--- src/sv/snfe_pkg.sv ---
// Shared types and constants of the spectrum noise floor estimator.
// No dependencies; imported by the top level and its checker.
package snfe_pkg;

   localparam int BIN_W      = 16;
   localparam int THR_W      = 15;
   localparam int SIZE_W     = 4;
   localparam int CSR_IDX_W  = 1;
   localparam int CSR_DATA_W = 15;
   localparam int EDGE_W     = 17;

   localparam logic [CSR_IDX_W-1:0] CSR_FFT_SIZE = 1'b0;
   localparam logic [CSR_IDX_W-1:0] CSR_SPREAD   = 1'b1;

   localparam logic [SIZE_W-1:0] FFT_SIZE_RESET = 4'd10;
   localparam logic [THR_W-1:0]  SPREAD_RESET   = 15'd256;

   typedef logic [EDGE_W-1:0] bin_edge_type;

   typedef struct packed {
      bin_edge_type lo_end;
      bin_edge_type hi_start;
      bin_edge_type frame_end;
   } guard_type;

   // Guard band edges: N/2 - N/5, N/2 + N/5 and N, with the size saturated to 5..12.
   function automatic guard_type guard_band(input logic [SIZE_W-1:0] size_log2);
      guard_type g;
      case (size_log2)
         4'd0, 4'd1, 4'd2, 4'd3, 4'd4, 4'd5: g = '{17'd10, 17'd22, 17'd32};
         4'd6:    g = '{17'd20, 17'd44, 17'd64};
         4'd7:    g = '{17'd39, 17'd89, 17'd128};
         4'd8:    g = '{17'd77, 17'd179, 17'd256};
         4'd9:    g = '{17'd154, 17'd358, 17'd512};
         4'd10:   g = '{17'd308, 17'd716, 17'd1024};
         4'd11:   g = '{17'd615, 17'd1433, 17'd2048};
         default: g = '{17'd1229, 17'd2867, 17'd4096};
      endcase
      return g;
   endfunction

endpackage

--- src/sv/snfe_ram.sv ---
// Generic single-port-write, single-port-read RAM with a registered read.
// No dependencies.
module snfe_ram #(
   parameter int WIDTH = 16,
   parameter int DEPTH = 100
) (
   input  logic                     clock,
   input  logic                     wr_en,
   input  logic [$clog2(DEPTH)-1:0] wr_addr,
   input  logic [WIDTH-1:0]         wr_data,
   input  logic                     rd_en,
   input  logic [$clog2(DEPTH)-1:0] rd_addr,
   output logic [WIDTH-1:0]         rd_data
);

   logic [WIDTH-1:0] mem_ff [DEPTH];
   logic [WIDTH-1:0] rd_data_ff;

   always_ff @(posedge clock) begin
      if (wr_en) begin
         mem_ff[wr_addr] <= wr_data;
      end
      if (rd_en) begin
         rd_data_ff <= mem_ff[rd_addr];
      end
   end

   assign rd_data = rd_data_ff;

endmodule

--- src/sv/spectrum_noise_floor_estimator.sv ---
// Top level of the spectrum noise floor estimator.
// Depends on snfe_pkg and snfe_ram (history memory).

// The block takes one spectrum bin per request (start high while busy is low) and answers
// every bin flagged last_bin with one result, shown for a single cycle with rsp_valid high;
// the receiver cannot stall it, so results must be taken when they appear. A bin that does
// not end a frame leaves busy low. The bin that ends a normal frame
// starts a pass over the history memory, which has one read port: it sums every history,
// tests each mean against the average and, once the floor is valid, does the rounding
// division, which is done by a multiplication with the reciprocal of the constant divisor.
// The bin that ends a successful reselect frame starts a pass that seeds the first history
// slot of each new bin; a reselect frame that found too few eligible bins seeds nothing.
// The history memory needs no clearing pass: a valid bit per entry, cleared by reset and
// by each reselection, makes an unwritten entry read as zero.
module spectrum_noise_floor_estimator
   import snfe_pkg::*;
#(
   parameter int MAX_BINS      = 4096,
   parameter int TRACKED_BINS  = 10,
   parameter int HISTORY_DEPTH = 10
) (
   input  logic                   clock,
   input  logic                   reset,
   input  logic                   start,
   output logic                   busy,
   input  logic signed [BIN_W-1:0] req_bin_power,
   input  logic                   req_last_bin,
   output logic                   rsp_valid,
   output logic signed [BIN_W-1:0] rsp_noise_level,
   output logic                   rsp_level_valid,
   output logic                   rsp_reselect_next,
   input  logic                   csr_wr_en,
   input  logic [CSR_IDX_W-1:0]   csr_index,
   input  logic [CSR_DATA_W-1:0]  csr_wr_data
);

   localparam int PW     = $clog2(MAX_BINS);
   localparam int DEPTH  = TRACKED_BINS * HISTORY_DEPTH;
   localparam int AW     = $clog2(DEPTH);
   localparam int KW     = $clog2(TRACKED_BINS);
   localparam int SW     = $clog2(HISTORY_DEPTH);
   localparam int CNT_W  = $clog2(TRACKED_BINS + 1);
   localparam int CW     = BIN_W + $clog2(DEPTH) + 4;
   localparam int RW     = CW + 1;
   localparam int RECIP_S = CW + $clog2(2 * DEPTH);

   localparam logic [2:0] ST_IDLE = 3'd0;
   localparam logic [2:0] ST_SUM  = 3'd1;
   localparam logic [2:0] ST_DEV  = 3'd2;
   localparam logic [2:0] ST_DIV  = 3'd3;
   localparam logic [2:0] ST_SEED = 3'd4;
   localparam logic [2:0] ST_DROP = 3'd5;

   localparam logic signed [CW-1:0] TRACKED_C = CW'(TRACKED_BINS);
   localparam logic signed [CW-1:0] DEPTH_C   = CW'(DEPTH);
   localparam logic [CW-1:0]        DIVISOR_C = CW'(2 * DEPTH);
   // Rounded-up reciprocal of the divisor; exact for every dividend below 2**CW.
   localparam logic [RW-1:0]        RECIP_C   =
      RW'(((64'd1 << RECIP_S) + 64'(2 * DEPTH) - 64'd1) / 64'(2 * DEPTH));

   // Control state.
   logic [2:0]          state_ff, state_in;
   logic [SIZE_W-1:0]   size_ff, size_in;
   logic [THR_W-1:0]    thr_ff, thr_in;
   logic [PW-1:0]       pos_ff, pos_in;
   logic [CNT_W-1:0]    cnt_ff, cnt_in;
   logic [DEPTH-1:0]    hv_ff, hv_in;
   logic [SW-1:0]       slot_ff, slot_in;
   logic                ready_ff, ready_in;
   logic                resel_ff, resel_in;
   logic signed [BIN_W-1:0] floor_ff, floor_in;
   logic [AW-1:0]       ra_ff, ra_in;
   logic                issue_done_ff, issue_done_in;
   logic                rv_ff, rv_in;
   logic [SW-1:0]       dj_ff, dj_in;
   logic [KW-1:0]       dk_ff, dk_in;
   logic                spread_ff, spread_in;
   logic                rsp_valid_ff, rsp_valid_in;

   // Payload state.
   logic signed [BIN_W-1:0] lev_ff [TRACKED_BINS];
   logic signed [BIN_W-1:0] lev_in [TRACKED_BINS];
   logic [PW-1:0]       bins_ff [TRACKED_BINS];
   logic [PW-1:0]       bins_in [TRACKED_BINS];
   logic signed [CW-1:0] sums_ff [TRACKED_BINS];
   logic signed [CW-1:0] sums_in [TRACKED_BINS];
   logic                rvalid_ff, rvalid_in;
   logic signed [CW-1:0] row_ff, row_in;
   logic signed [CW-1:0] total_ff, total_in;
   logic [CW-1:0]       dvd_ff, dvd_in;
   logic                neg_ff, neg_in;

   // Memory port signals.
   logic                wr_en;
   logic [AW-1:0]       wr_addr;
   logic [BIN_W-1:0]    wr_data;
   logic                rd_en;
   logic [BIN_W-1:0]    rd_data;

   // Datapath helpers.
   logic                accept;
   guard_type           guard;
   bin_edge_type        p_ext;
   logic                eligible;
   logic [TRACKED_BINS-1:0] lt;
   logic [TRACKED_BINS-1:0] hit;
   logic [KW-1:0]       hit_idx;
   logic [CNT_W-1:0]    cnt_next;
   logic signed [CW-1:0] rd_val;
   logic signed [CW-1:0] row_sum;
   logic signed [CW-1:0] dev;
   logic signed [CW-1:0] dev_abs;
   logic signed [CW-1:0] limit;
   logic                spread_now;
   logic                ready_next;
   logic signed [CW-1:0] num;
   logic [CW+RW-1:0]    prod;
   logic [CW-1:0]       quo;

   assign busy              = (state_ff != ST_IDLE);
   assign accept            = start && !busy;
   assign rsp_valid         = rsp_valid_ff;
   assign rsp_noise_level   = floor_ff;
   assign rsp_level_valid   = ready_ff;
   assign rsp_reselect_next = resel_ff;

   assign guard    = guard_band(size_ff);
   assign p_ext    = EDGE_W'(pos_ff);
   assign eligible = ((p_ext >= bin_edge_type'(1)) && (p_ext < guard.lo_end)) ||
                     ((p_ext >= guard.hi_start) && (p_ext < guard.frame_end));

   // Candidates are kept sorted; lt marks the prefix that stays ahead of the new bin.
   always_comb begin
      for (int i = 0; i < TRACKED_BINS; i++) begin
         lt[i]  = (CNT_W'(i) < cnt_ff) && (lev_ff[i] <= req_bin_power);
         hit[i] = (bins_ff[i] == pos_ff);
      end
      hit_idx = '0;
      for (int i = 0; i < TRACKED_BINS; i++) begin
         if (hit[i]) begin
            hit_idx = KW'(i);
         end
      end
   end

   assign limit = $signed(CW'(thr_ff)) * DEPTH_C;

   snfe_ram #(
      .WIDTH(BIN_W),
      .DEPTH(DEPTH)
   ) u_history (
      .clock  (clock),
      .wr_en  (wr_en),
      .wr_addr(wr_addr),
      .wr_data(wr_data),
      .rd_en  (rd_en),
      .rd_addr(ra_ff),
      .rd_data(rd_data)
   );

   always_comb begin
      state_in      = state_ff;
      size_in       = size_ff;
      thr_in        = thr_ff;
      pos_in        = pos_ff;
      cnt_in        = cnt_ff;
      hv_in         = hv_ff;
      slot_in       = slot_ff;
      ready_in      = ready_ff;
      resel_in      = resel_ff;
      floor_in      = floor_ff;
      ra_in         = ra_ff;
      issue_done_in = issue_done_ff;
      rv_in         = 1'b0;
      dj_in         = dj_ff;
      dk_in         = dk_ff;
      spread_in     = spread_ff;
      rsp_valid_in  = 1'b0;
      lev_in        = lev_ff;
      bins_in       = bins_ff;
      sums_in       = sums_ff;
      rvalid_in     = rvalid_ff;
      row_in        = row_ff;
      total_in      = total_ff;
      dvd_in        = dvd_ff;
      neg_in        = neg_ff;
      wr_en         = 1'b0;
      wr_addr       = '0;
      wr_data       = req_bin_power;
      rd_en         = 1'b0;
      cnt_next      = cnt_ff;
      rd_val        = '0;
      row_sum       = '0;
      dev           = '0;
      dev_abs       = '0;
      spread_now    = spread_ff;
      ready_next    = ready_ff;
      num           = '0;
      prod          = '0;
      quo           = '0;

      // Configuration writes must arrive only while the block is idle; the block itself does not enforce this.
      if (csr_wr_en) begin
         case (csr_index)
            CSR_FFT_SIZE: size_in = csr_wr_data[SIZE_W-1:0];
            CSR_SPREAD:   thr_in  = csr_wr_data[THR_W-1:0];
            default:      ;
         endcase
      end

      case (state_ff)
         ST_IDLE: begin
            if (accept) begin
               if (resel_ff) begin
                  if (eligible && !lt[TRACKED_BINS-1]) begin
                     for (int i = 0; i < TRACKED_BINS; i++) begin
                        if (!lt[i]) begin
                           if (i == 0 || lt[(i == 0) ? 0 : i - 1]) begin
                              lev_in[i]  = req_bin_power;
                              bins_in[i] = pos_ff;
                           end else begin
                              lev_in[i]  = lev_ff[(i == 0) ? 0 : i - 1];
                              bins_in[i] = bins_ff[(i == 0) ? 0 : i - 1];
                           end
                        end
                     end
                     if (cnt_ff != CNT_W'(TRACKED_BINS)) begin
                        cnt_next = cnt_ff + CNT_W'(1);
                     end
                  end
                  cnt_in = cnt_next;
               end else if (|hit) begin
                  wr_en   = 1'b1;
                  wr_addr = AW'(32'(hit_idx) * HISTORY_DEPTH + 32'(slot_ff));
                  hv_in[wr_addr] = 1'b1;
               end
               if (req_last_bin) begin
                  pos_in = '0;
                  cnt_in = '0;
                  if (resel_ff) begin
                     if (cnt_next == CNT_W'(TRACKED_BINS)) begin
                        // New bins chosen: drop all history and seed slot zero.
                        hv_in    = '0;
                        resel_in = 1'b0;
                        ready_in = 1'b0;
                        slot_in  = SW'(1 % HISTORY_DEPTH);
                        dk_in    = '0;
                        state_in = ST_SEED;
                     end else begin
                        state_in = ST_DROP;
                     end
                  end else begin
                     ra_in         = '0;
                     issue_done_in = 1'b0;
                     dj_in         = '0;
                     dk_in         = '0;
                     row_in        = '0;
                     total_in      = '0;
                     state_in      = ST_SUM;
                  end
               end else if (pos_ff != PW'(MAX_BINS - 1)) begin
                  pos_in = pos_ff + PW'(1);
               end
            end
         end

         ST_SUM: begin
            if (!issue_done_ff) begin
               rd_en     = 1'b1;
               rv_in     = 1'b1;
               rvalid_in = hv_ff[ra_ff];
               if (ra_ff == AW'(DEPTH - 1)) begin
                  issue_done_in = 1'b1;
               end else begin
                  ra_in = ra_ff + AW'(1);
               end
            end
            if (rv_ff) begin
               rd_val  = rvalid_ff ? CW'($signed(rd_data)) : '0;
               row_sum = row_ff + rd_val;
               if (dj_ff == SW'(HISTORY_DEPTH - 1)) begin
                  sums_in[dk_ff] = row_sum;
                  total_in       = total_ff + row_sum;
                  row_in         = '0;
                  dj_in          = '0;
                  if (dk_ff == KW'(TRACKED_BINS - 1)) begin
                     dk_in     = '0;
                     spread_in = 1'b0;
                     state_in  = ST_DEV;
                  end else begin
                     dk_in = dk_ff + KW'(1);
                  end
               end else begin
                  row_in = row_sum;
                  dj_in  = dj_ff + SW'(1);
               end
            end
         end

         ST_DEV: begin
            dev        = TRACKED_C * sums_ff[dk_ff] - total_ff;
            dev_abs    = dev[CW-1] ? -dev : dev;
            spread_now = spread_ff || (dev_abs >= limit);
            spread_in  = spread_now;
            if (dk_ff == KW'(TRACKED_BINS - 1)) begin
               resel_in   = resel_ff || spread_now;
               ready_next = ready_ff || (slot_ff == SW'(HISTORY_DEPTH - 1));
               ready_in   = ready_next;
               slot_in    = (slot_ff == SW'(HISTORY_DEPTH - 1)) ? '0 : slot_ff + SW'(1);
               if (ready_next) begin
                  // Floor division of 2*total + D by 2*D, done on the magnitude.
                  num     = (total_ff <<< 1) + DEPTH_C;
                  neg_in  = num[CW-1];
                  dvd_in  = num[CW-1] ? CW'(-num + $signed(DIVISOR_C) - CW'(1)) : CW'(num);
                  state_in = ST_DIV;
               end else begin
                  rsp_valid_in = 1'b1;
                  state_in     = ST_IDLE;
               end
            end else begin
               dk_in = dk_ff + KW'(1);
            end
         end

         ST_DIV: begin
            prod         = (CW+RW)'(dvd_ff) * (CW+RW)'(RECIP_C);
            quo          = CW'(prod >> RECIP_S);
            floor_in     = neg_ff ? BIN_W'(-$signed(quo)) : BIN_W'(quo);
            rsp_valid_in = 1'b1;
            state_in     = ST_IDLE;
         end

         ST_SEED: begin
            wr_en   = 1'b1;
            wr_addr = AW'(32'(dk_ff) * HISTORY_DEPTH);
            wr_data = lev_ff[dk_ff];
            hv_in[wr_addr] = 1'b1;
            if (dk_ff == KW'(TRACKED_BINS - 1)) begin
               rsp_valid_in = 1'b1;
               state_in     = ST_IDLE;
            end else begin
               dk_in = dk_ff + KW'(1);
            end
         end

         ST_DROP: begin
            rsp_valid_in = 1'b1;
            state_in     = ST_IDLE;
         end

         default: begin
            state_in = ST_IDLE;
         end
      endcase
   end

   always_ff @(posedge clock) begin
      if (reset) begin
         state_ff      <= ST_IDLE;
         size_ff       <= FFT_SIZE_RESET;
         thr_ff        <= SPREAD_RESET;
         pos_ff        <= '0;
         cnt_ff        <= '0;
         hv_ff         <= '0;
         slot_ff       <= '0;
         ready_ff      <= 1'b0;
         resel_ff      <= 1'b1;
         floor_ff      <= '0;
         ra_ff         <= '0;
         issue_done_ff <= 1'b0;
         rv_ff         <= 1'b0;
         dj_ff         <= '0;
         dk_ff         <= '0;
         spread_ff     <= 1'b0;
         rsp_valid_ff  <= 1'b0;
      end else begin
         state_ff      <= state_in;
         size_ff       <= size_in;
         thr_ff        <= thr_in;
         pos_ff        <= pos_in;
         cnt_ff        <= cnt_in;
         hv_ff         <= hv_in;
         slot_ff       <= slot_in;
         ready_ff      <= ready_in;
         resel_ff      <= resel_in;
         floor_ff      <= floor_in;
         ra_ff         <= ra_in;
         issue_done_ff <= issue_done_in;
         rv_ff         <= rv_in;
         dj_ff         <= dj_in;
         dk_ff         <= dk_in;
         spread_ff     <= spread_in;
         rsp_valid_ff  <= rsp_valid_in;
      end
   end

   always_ff @(posedge clock) begin
      lev_ff    <= lev_in;
      bins_ff   <= bins_in;
      sums_ff   <= sums_in;
      rvalid_ff <= rvalid_in;
      row_ff    <= row_in;
      total_ff  <= total_in;
      dvd_ff    <= dvd_in;
      neg_ff    <= neg_in;
   end

endmodule

--- config.mk ---
export PLATFORM = sky130hd
export DESIGN_NAME = spectrum_noise_floor_estimator
export DESIGN_NICKNAME = d
export VERILOG_FILES = /design/src/sv/snfe_pkg.sv /design/src/sv/snfe_ram.sv /design/src/sv/spectrum_noise_floor_estimator.sv
export SDC_FILE = /design/constraint.sdc
export NUM_CORES = 2
export LEC_CHECK = 0
export CORE_UTILIZATION = 26
export DETAILED_ROUTE_END_ITERATION = 8
export DONT_BUFFER_PORTS = 1
export GPL_ROUTABILITY_DRIVEN = 0
export MAX_ROUTING_LAYER = met4
export PLACE_DENSITY_LB_ADDON = 0.3
export SLEW_MARGIN = 0
export SYNTH_ARGS = -nofsm -noshare
export SYNTH_HDL_FRONTEND = slang
export SYNTH_SLANG_ARGS = --single-unit
--- constraint.sdc ---
create_clock -name clock -period 12.6 [get_ports clock]
set_input_delay 2.52 -clock clock [delete_from_list [all_inputs] [get_ports clock]]
set_output_delay 2.52 -clock clock [all_outputs]
set_load 0.005 [all_outputs]
Word-level counts from Yosys, hierarchy flattened

Memories as Yosys holds them, arrays and structs flattened. A register that Yosys moved wholly into a read port is not among the register bits.
Index checks and enable logic that the tools add are counted.

Flip-flop bits (word level): 812
ROM bits: 496
Latch bits: 0
Bits in writable memories: 1600
Memories: 2
Word-level logic and storage cells: 370

Divide/modulo/power cells: 0
Shift operators: 0
Multipliers: 5
Add/sub/neg operators: 16
Mux-type cells: 150
Eq/ne operators: 36
Reductions and logical operators: 61
Bitwise gates (word level): 15
Order comparisons: 32

Memory list:

| name             | depth | width | rd ports | clocked after memory_dff | wr ports | line           | source |
|---|---|---|---|---|---|---|---|
| u_history.mem_ff | 100   | 16    | 1        | 1                        | 1        | snfe_ram.sv:16 | `logic [WIDTH-1:0] mem_ff [DEPTH];` |
| (no name shown)  | 16    | 31    | 1        | 1                        | 0        | snfe_pkg.sv:29 | `case (size_log2)` |

Operator list:

| cell                                                                  | number |
|---|---|
| 100-bit two-way mux                                                   | 6 |
| 27-bit two-way mux                                                    | 12 |
| 270-bit bitwise mux                                                   | 1 |
| 16-bit two-way mux                                                    | 13 |
| 100-bit one-hot mux with 2 select lines                               | 1 |
| 16-bit <= comparator                                                  | 10 |
| 12-bit two-way mux                                                    | 11 |
| 12-bit == test                                                        | 10 |
| 4-bit two-way mux                                                     | 29 |
| 27-bit binary-select mux with 4-bit select                            | 1 |
| 27-bit demux with 4-bit select                                        | 1 |
| 27-bit one-hot mux with 2 select lines                                | 2 |
| 100-bit OR                                                            | 1 |
| 100-bit by 99-bit OR with 100-bit output                              | 1 |
| 16-bit binary-select mux with 4-bit select                            | 1 |
| 7-bit two-way mux                                                     | 8 |
| 5-bit AND reduction                                                   | 11 |
| 27-bit adder                                                          | 2 |
| 27-bit negator                                                        | 2 |
| 27-bit by 26-bit multiplier with 49-bit output, second input constant | 1 |
| 3-bit two-way mux                                                     | 12 |
| 12-bit by 17-bit less-than comparator with 1-bit output               | 2 |
| 1-bit two-way mux                                                     | 33 |
| 7-bit one-hot mux with 2 select lines                                 | 2 |
| other kinds (57)                                                      | 142 |

Longest topological paths before layout

Depth in word-level cells: 24
Depth in mapped cells: 45
Mapped depth without buffers: 41

By module

From an unflattened synthesis, not the netlist that was laid out.

Cell total of the unflattened synthesis: 8015
Area, all modules: 122219.7 um^2

Modules (own cells, without submodules):

| module                         | cells an instance | area an instance (um^2) | sequential area each (um^2) | times used |
|---|---|---|---|---|
| snfe_ram                       | 2640              | 61835.6                 | 48526.5                     | 1 |
| spectrum_noise_floor_estimator | 5375              | 60384.2                 | 22771.8                     | 1 |

Least setup slack after synthesis

Ideal clock, no wire load.

Path kind: register to register
Start: register dk_ff[0]
End: register resel_ff, in the netlist rsp_reselect_next
Library setup time: 0.119 ns
Arrival time: 9.340 ns
Cell stages (with the launch flop): 43
Path slack: 3.141 ns
Path buffers: 6
Clock period less this slack: 9.459 ns
Path through: dfxtp_1 > clkbuf_1 > clkbuf_1 > clkbuf_1 > clkbuf_1 > clkbuf_1 > mux2i_1 > o22ai_1 > ha_1 > ha_1 > a21o_1 > a21oi_1 > o21bai_1 > a21bo_2 > a21oi_1 > o21a_1 > o21ai_0 > a31oi_1 > [7 not listed] > xnor2_1 > xnor2_1 > clkbuf_1 > nor2_1 > xor2_1 > ha_1 > a21bo_2 > a21o_1 > a21o_1 > a21o_1 > a21oi_1 > o21ai_0 > o31ai_1 > a31o_2 > a221oi_1 > a21oi_1 > o2111a_1 > o21ai_1

Longest elaborated chain between the ends: 13
Elaborated cells on any way between the ends: 16
Those cells by class: add/sub (2); mul (1); order compare (1); eq/ne (2); mux (6); bitwise (1); reduce/logical (3)

Ends and longest elaborated chain:

| element                                                        | line                                  | source |
|---|---|---|
| start: declaration                                             | spectrum_noise_floor_estimator.sv:76  | `logic [KW-1:0] dk_ff, dk_in;` |
| start signal: assignment                                       | spectrum_noise_floor_estimator.sv:391 | `dk_ff <= dk_in;` |
| 4-bit NOT with 5-bit output (not written as such)              | spectrum_noise_floor_estimator.sv:301 | `dev = TRACKED_C * sums_ff[dk_ff] - total_ff;` |
| 27-bit binary-select mux with 4-bit select                     | spectrum_noise_floor_estimator.sv:301 |  |
| 27-bit two-way mux (not written as such) (2 in a row)          | spectrum_noise_floor_estimator.sv:301 |  |
| 4-bit by 27-bit multiplier with 26-bit output                  | spectrum_noise_floor_estimator.sv:301 |  |
| 27-bit subtractor                                              | spectrum_noise_floor_estimator.sv:301 |  |
| 27-bit negator                                                 | spectrum_noise_floor_estimator.sv:302 | `dev_abs = dev[CW-1] ? -dev : dev;` |
| 27-bit two-way mux                                             | spectrum_noise_floor_estimator.sv:302 |  |
| 27-bit by 23-bit greater-or-equal comparator with 1-bit output | spectrum_noise_floor_estimator.sv:303 | `spread_now = spread_ff \|\| (dev_abs >= limit);` |
| 1-bit logical OR                                               | spectrum_noise_floor_estimator.sv:303 |  |
| 1-bit logical OR                                               | spectrum_noise_floor_estimator.sv:306 | `resel_in = resel_ff \|\| spread_now;` |
| 1-bit two-way mux                                              | spectrum_noise_floor_estimator.sv:305 | `if (dk_ff == KW'(TRACKED_BINS - 1)) begin` |
| 1-bit one-hot mux with 2 select lines                          | spectrum_noise_floor_estimator.sv:211 | `case (state_ff)` |
| end signal: assignment                                         | spectrum_noise_floor_estimator.sv:385 | `resel_ff <= resel_in;` |
| end: declaration                                               | spectrum_noise_floor_estimator.sv:70  | `logic resel_ff, resel_in;` |

Several ways; a longest one is shown, not always the timed one. The select of a mux whose other input is x is not followed.
A chain may end at the register's enable or synchronous reset.

Worst setup path after layout

Ends and elaborated chain as after synthesis.

==> impl_metrics.csv <==
group,metric,value,unit
global_route,antenna_found_initial,20,
floorplanning,die_x,685.8,um
sta,drv_slew,0,
sta,hold_viol_final,0,
floorplanning,initial_utilization,0.2617,
critical_path,critical-path-max-stage-delay,1.02,ns
sta,setup_viol,0,
drt,antenna_left,0,
critical_path,ff2ff_path_depth,37,
critical_path,critPathSlowestCell,"dfxtp_4",
hold_path,min_path_type,"reg -> reg",
yosys,synth_cell_types,88,
sta,min_period,10.02,ns
global_route,grt_pass1_wl,495.7,mm
layout,area_delta_synth_final,14.35,%
clock_network,cts_buffers,275,
clock_network,cts_tree,"yes",
floorplanning,dieArea,470400,um^2
sta,skew,0.07166,ns
power_and_ir_drop,switching_power,0.008247,W
yosys,synth.top_cell.area_share,0.5530,
global_route,grt_usage,0.1448,
drt,dr_total_vias,68780,
drt,viasPerCell,4.802,
drt,dr.pass1.iters,5,
placed_design,dp_hpwl,223.0,mm
global_route,grt_pass1_vias,71180,
yosys,synth_warnings,0,
sta,fmax,0.09976,GHz
sta,final.period_utilization,0.7955,
clock_network,clk_latency,0.91,ns
critical_path,required,13.35,ns
power_and_ir_drop,p_leak,46.91,nW
floorplanning,ios,57,
yosys,synth_nets,8734,
critical_path,setup.worst_path.start_class,"register",
drt,routedWlPerCell,23.61,um
clock_network,ctsHtreeMaxLevel,5,
status,status,"complete, no violations",
sta,fin_setup_tns,0,ns
power_and_ir_drop,p_sw_frac,0.3235,
clock_network,postCtsHoldBufs,0,
yosys,synth-edff-count,2239,
floorplanning,core,464500,um^2
drt,drtIter0Drc,6212,
sta,worstMarginPinSlew,1.303,ns
hold_path,hold_path.startpoint,"hv_ff[57]",
yosys,synth_area_leaders,"edfxtp_1 (55%), mux4_2 (12%), ha_1 (7.2%), fa_1 (4.4%), dfxtp_1 (3.3%)",
yosys,synth_flop_cell,"edfxtp_1",
layout,fillerInstances,45770,
layout,layout.nets,8922,
global_route,grt_max_degree,128,
hold_path,hold_path_depth,2,
yosys,netlist_instances,7737,
sta,slew_headroom,0.1316,
yosys,ys_ff_latch,2442,
critical_path,reg2reg_from,"dk_ff[0]",
yosys,syn_avg_cell_area,15.71,um^2
clock_network,clk_path_buf_depth,4,
global_route,grt_overflow,0,
power_and_ir_drop,power.internal,0.01725,W
power_and_ir_drop,pwr-share-seq,0.389,
clock_network,cts_resized,0,
power_and_ir_drop,ir_worst_vdd,0.2768,mV
layout,drive_above_1_share,0.1963,
critical_path,rr_endpoint,"rsp_reselect_next",
yosys,ys_seq_area_frac,0.5864,
flow_run,maxCapViolCount,0,
hold_path,hold_end,"hv_ff[57]",
yosys,syn_area,121600,um^2
critical_path,r2r_slack,2.58,ns
clock_network,postCtsSetupBuffers,0,
yosys,async_flop_share,0,
critical_path,cp_max_fo,49,
critical_path,worst_ep_arrival_time,10.77,ns
floorplanning,die_h,685.8,um
drt,drc_errors,0,
placed_design,place_worst_setup_slack,2.738,ns
critical_path,end_kind,"register",
power_and_ir_drop,p_per_area,183.4,nW/um^2
clock_network,path_clk_slew,0.06,ns
power_and_ir_drop,power.share.clock,0.308,
placed_design,io_buffers,0,
power_and_ir_drop,comb_power_share,0.303,
clock_network,clock-sinks,2442,
yosys,synth_top_area_cell,"edfxtp_1",
clock_network,clockRootBuffer,"clkbuf_16",
drt,routed_wl,338.1,mm
critical_path,crit_type,"reg -> reg",
sta,grt_setup_unrepaired,"no",
sta,fin_ws,2.576,ns
floorplanning,row_count,250,
==> flip-flops by register name, summed over array words and instances, names as in the netlist, 7 cells and up <==
register,flops
bins_ff,120
u_history.mem_ff,1600
u_history.rd_data,16
thr_ff,15
sums_ff,260
rsp_noise_level,16
dvd_ff,27
total_ff,27
ra_ff,7
pos_ff,12
guard,24
row_ff,27
lev_ff,160
hv_ff,100
==> layout make-up <==
type	count	area, um^2	share of cell area
clock buffer	364	7445	0.05355
multi-input combinational	4451	47470	0.3414
sequential	2442	71330	0.5130
clock inverter	127	1230	0.008846
timing repair buffer	243	1887	0.01357
inverter	512	1922	0.01382
tap	6174	7725	0.05556
antenna	10	25.02	0.0001800
==> critical path: cells and delay by family (launching register included) <==
family / cells / cell delay, ns
DFF: 1 / 1.02
and+or+nand+nor: 2 / 0.20
adders and majority gates: 4 / 1.30
xor gates and xnor gates: 4 / 1.37
AOI/OAI and AO/OA: 25 / 5.03
muxes: 2 / 0.92
==> layer usage <==
layer | vias to the layer above | share of wire | global-route usage
li1 | 30360 | - | -
met1 | 36090 | 0.45 | 0.1976
met2 | 1865 | 0.47 | 0.2289
met3 | 470 | 0.051 | 0.01817
met4 | 0 | 0.024 | 0.03640
met5 | - | 0 | -
==> power by group through the flow <==
stage | Clock (W) | Sequential, W | Combinational [W]
floorplan | 0 | 0.0101 | 0.00543
CTS | 0.00804 | 0.00992 | 0.00775
global route | 0.00835 | 0.00995 | 0.00847
detailed placement | 0 | 0.0101 | 0.00771
finish | 0.00784 | 0.00992 | 0.00773
global placement | 0 | 0.0101 | 0.00760
==> logic make-up after synthesis <==
logic type / count (synthesis) / share of synthesized area
AO/OA/AOI/OAI: 1011 / 0.05322
XOR/XNOR: 346 / 0.02492
adder cells (fa/ha/maj): 960 / 0.1152
buffers and inverters: 844 / 0.02640
flip-flops: 2442 / 0.5864
multiplexers: 979 / 0.1478
AND/OR/NAND/NOR: 1155 / 0.04604
==> placed cells by master, fill, tap and decap left out, types with 67 or more instances in the layout <==
cell,Yosys,final
edfxtp_1,2239,2239
ha_1,695,695
mux4_2,628,628
inv_1,510,510
nor2_1,365,345
clkbuf_16,0,282
a21oi_1,280,276
fa_1,265,265
nand2_1,257,256
mux2_2,254,254
buf_4,0,238
xnor2_1,228,228
dfxtp_1,203,193
o21ai_0,193,177
xor2_1,118,118
mux2i_1,97,97
nand4_1,86,86
o22ai_1,78,78
a21o_1,76,76
clkbuf_1,222,74
o21a_1,71,71
nor3_1,75,70
nand3_1,70,68
a22oi_1,68,67
==> worst max-delay path by stage <==
| stage | from | end | slack (ns) | cells past startpoint |
|---|---|---|---|---|
| after floorplan | dk_ff[0] | rsp_reselect_next | 3.14 | 42 |
| after global placement | dk_ff[0] | rsp_reselect_next | 2.62 | 40 |
| after detailed placement | dk_ff[0] | rsp_reselect_next | 2.74 | 37 |
| after CTS | dk_ff[0] | rsp_reselect_next | 2.68 | 37 |
| after global routing | dk_ff[0] | rsp_reselect_next | 1.99 | 37 |
| final | dk_ff[0] | rsp_reselect_next | 2.58 | 37 |
==> metrics by stage <==
stage	total power [W]	hold slack [ns]	util	cell area, um^2	std cells
2_1_floorplan	0.01551	0.4315	-	121600	7737
3_3_place_gp	0.01769	0.4439	0.2806	130300	13820
3_5_place_dp	0.01780	0.4534	0.2806	130300	13820
4_1_cts	0.02572	0.4686	0.2992	139000	14310
5_1_grt	0.02677	0.4807	0.2993	139000	14320
6_report	0.02549	0.4682	0.2993	139000	14320
==> synth_stat cells (71+ instances only) <==
master / count
edfxtp_1: 2239
ha_1: 695
mux4_2: 628
inv_1: 510
nor2_1: 365
a21oi_1: 280
fa_1: 265
nand2_1: 257
mux2_2: 254
xnor2_1: 228
clkbuf_1: 222
dfxtp_1: 203
o21ai_0: 193
xor2_1: 118
mux2i_1: 97
nand4_1: 86
buf_1: 82
o22ai_1: 78
a21o_1: 76
nor3_1: 75
o21a_1: 71
(Power assumes the default switching activity.)
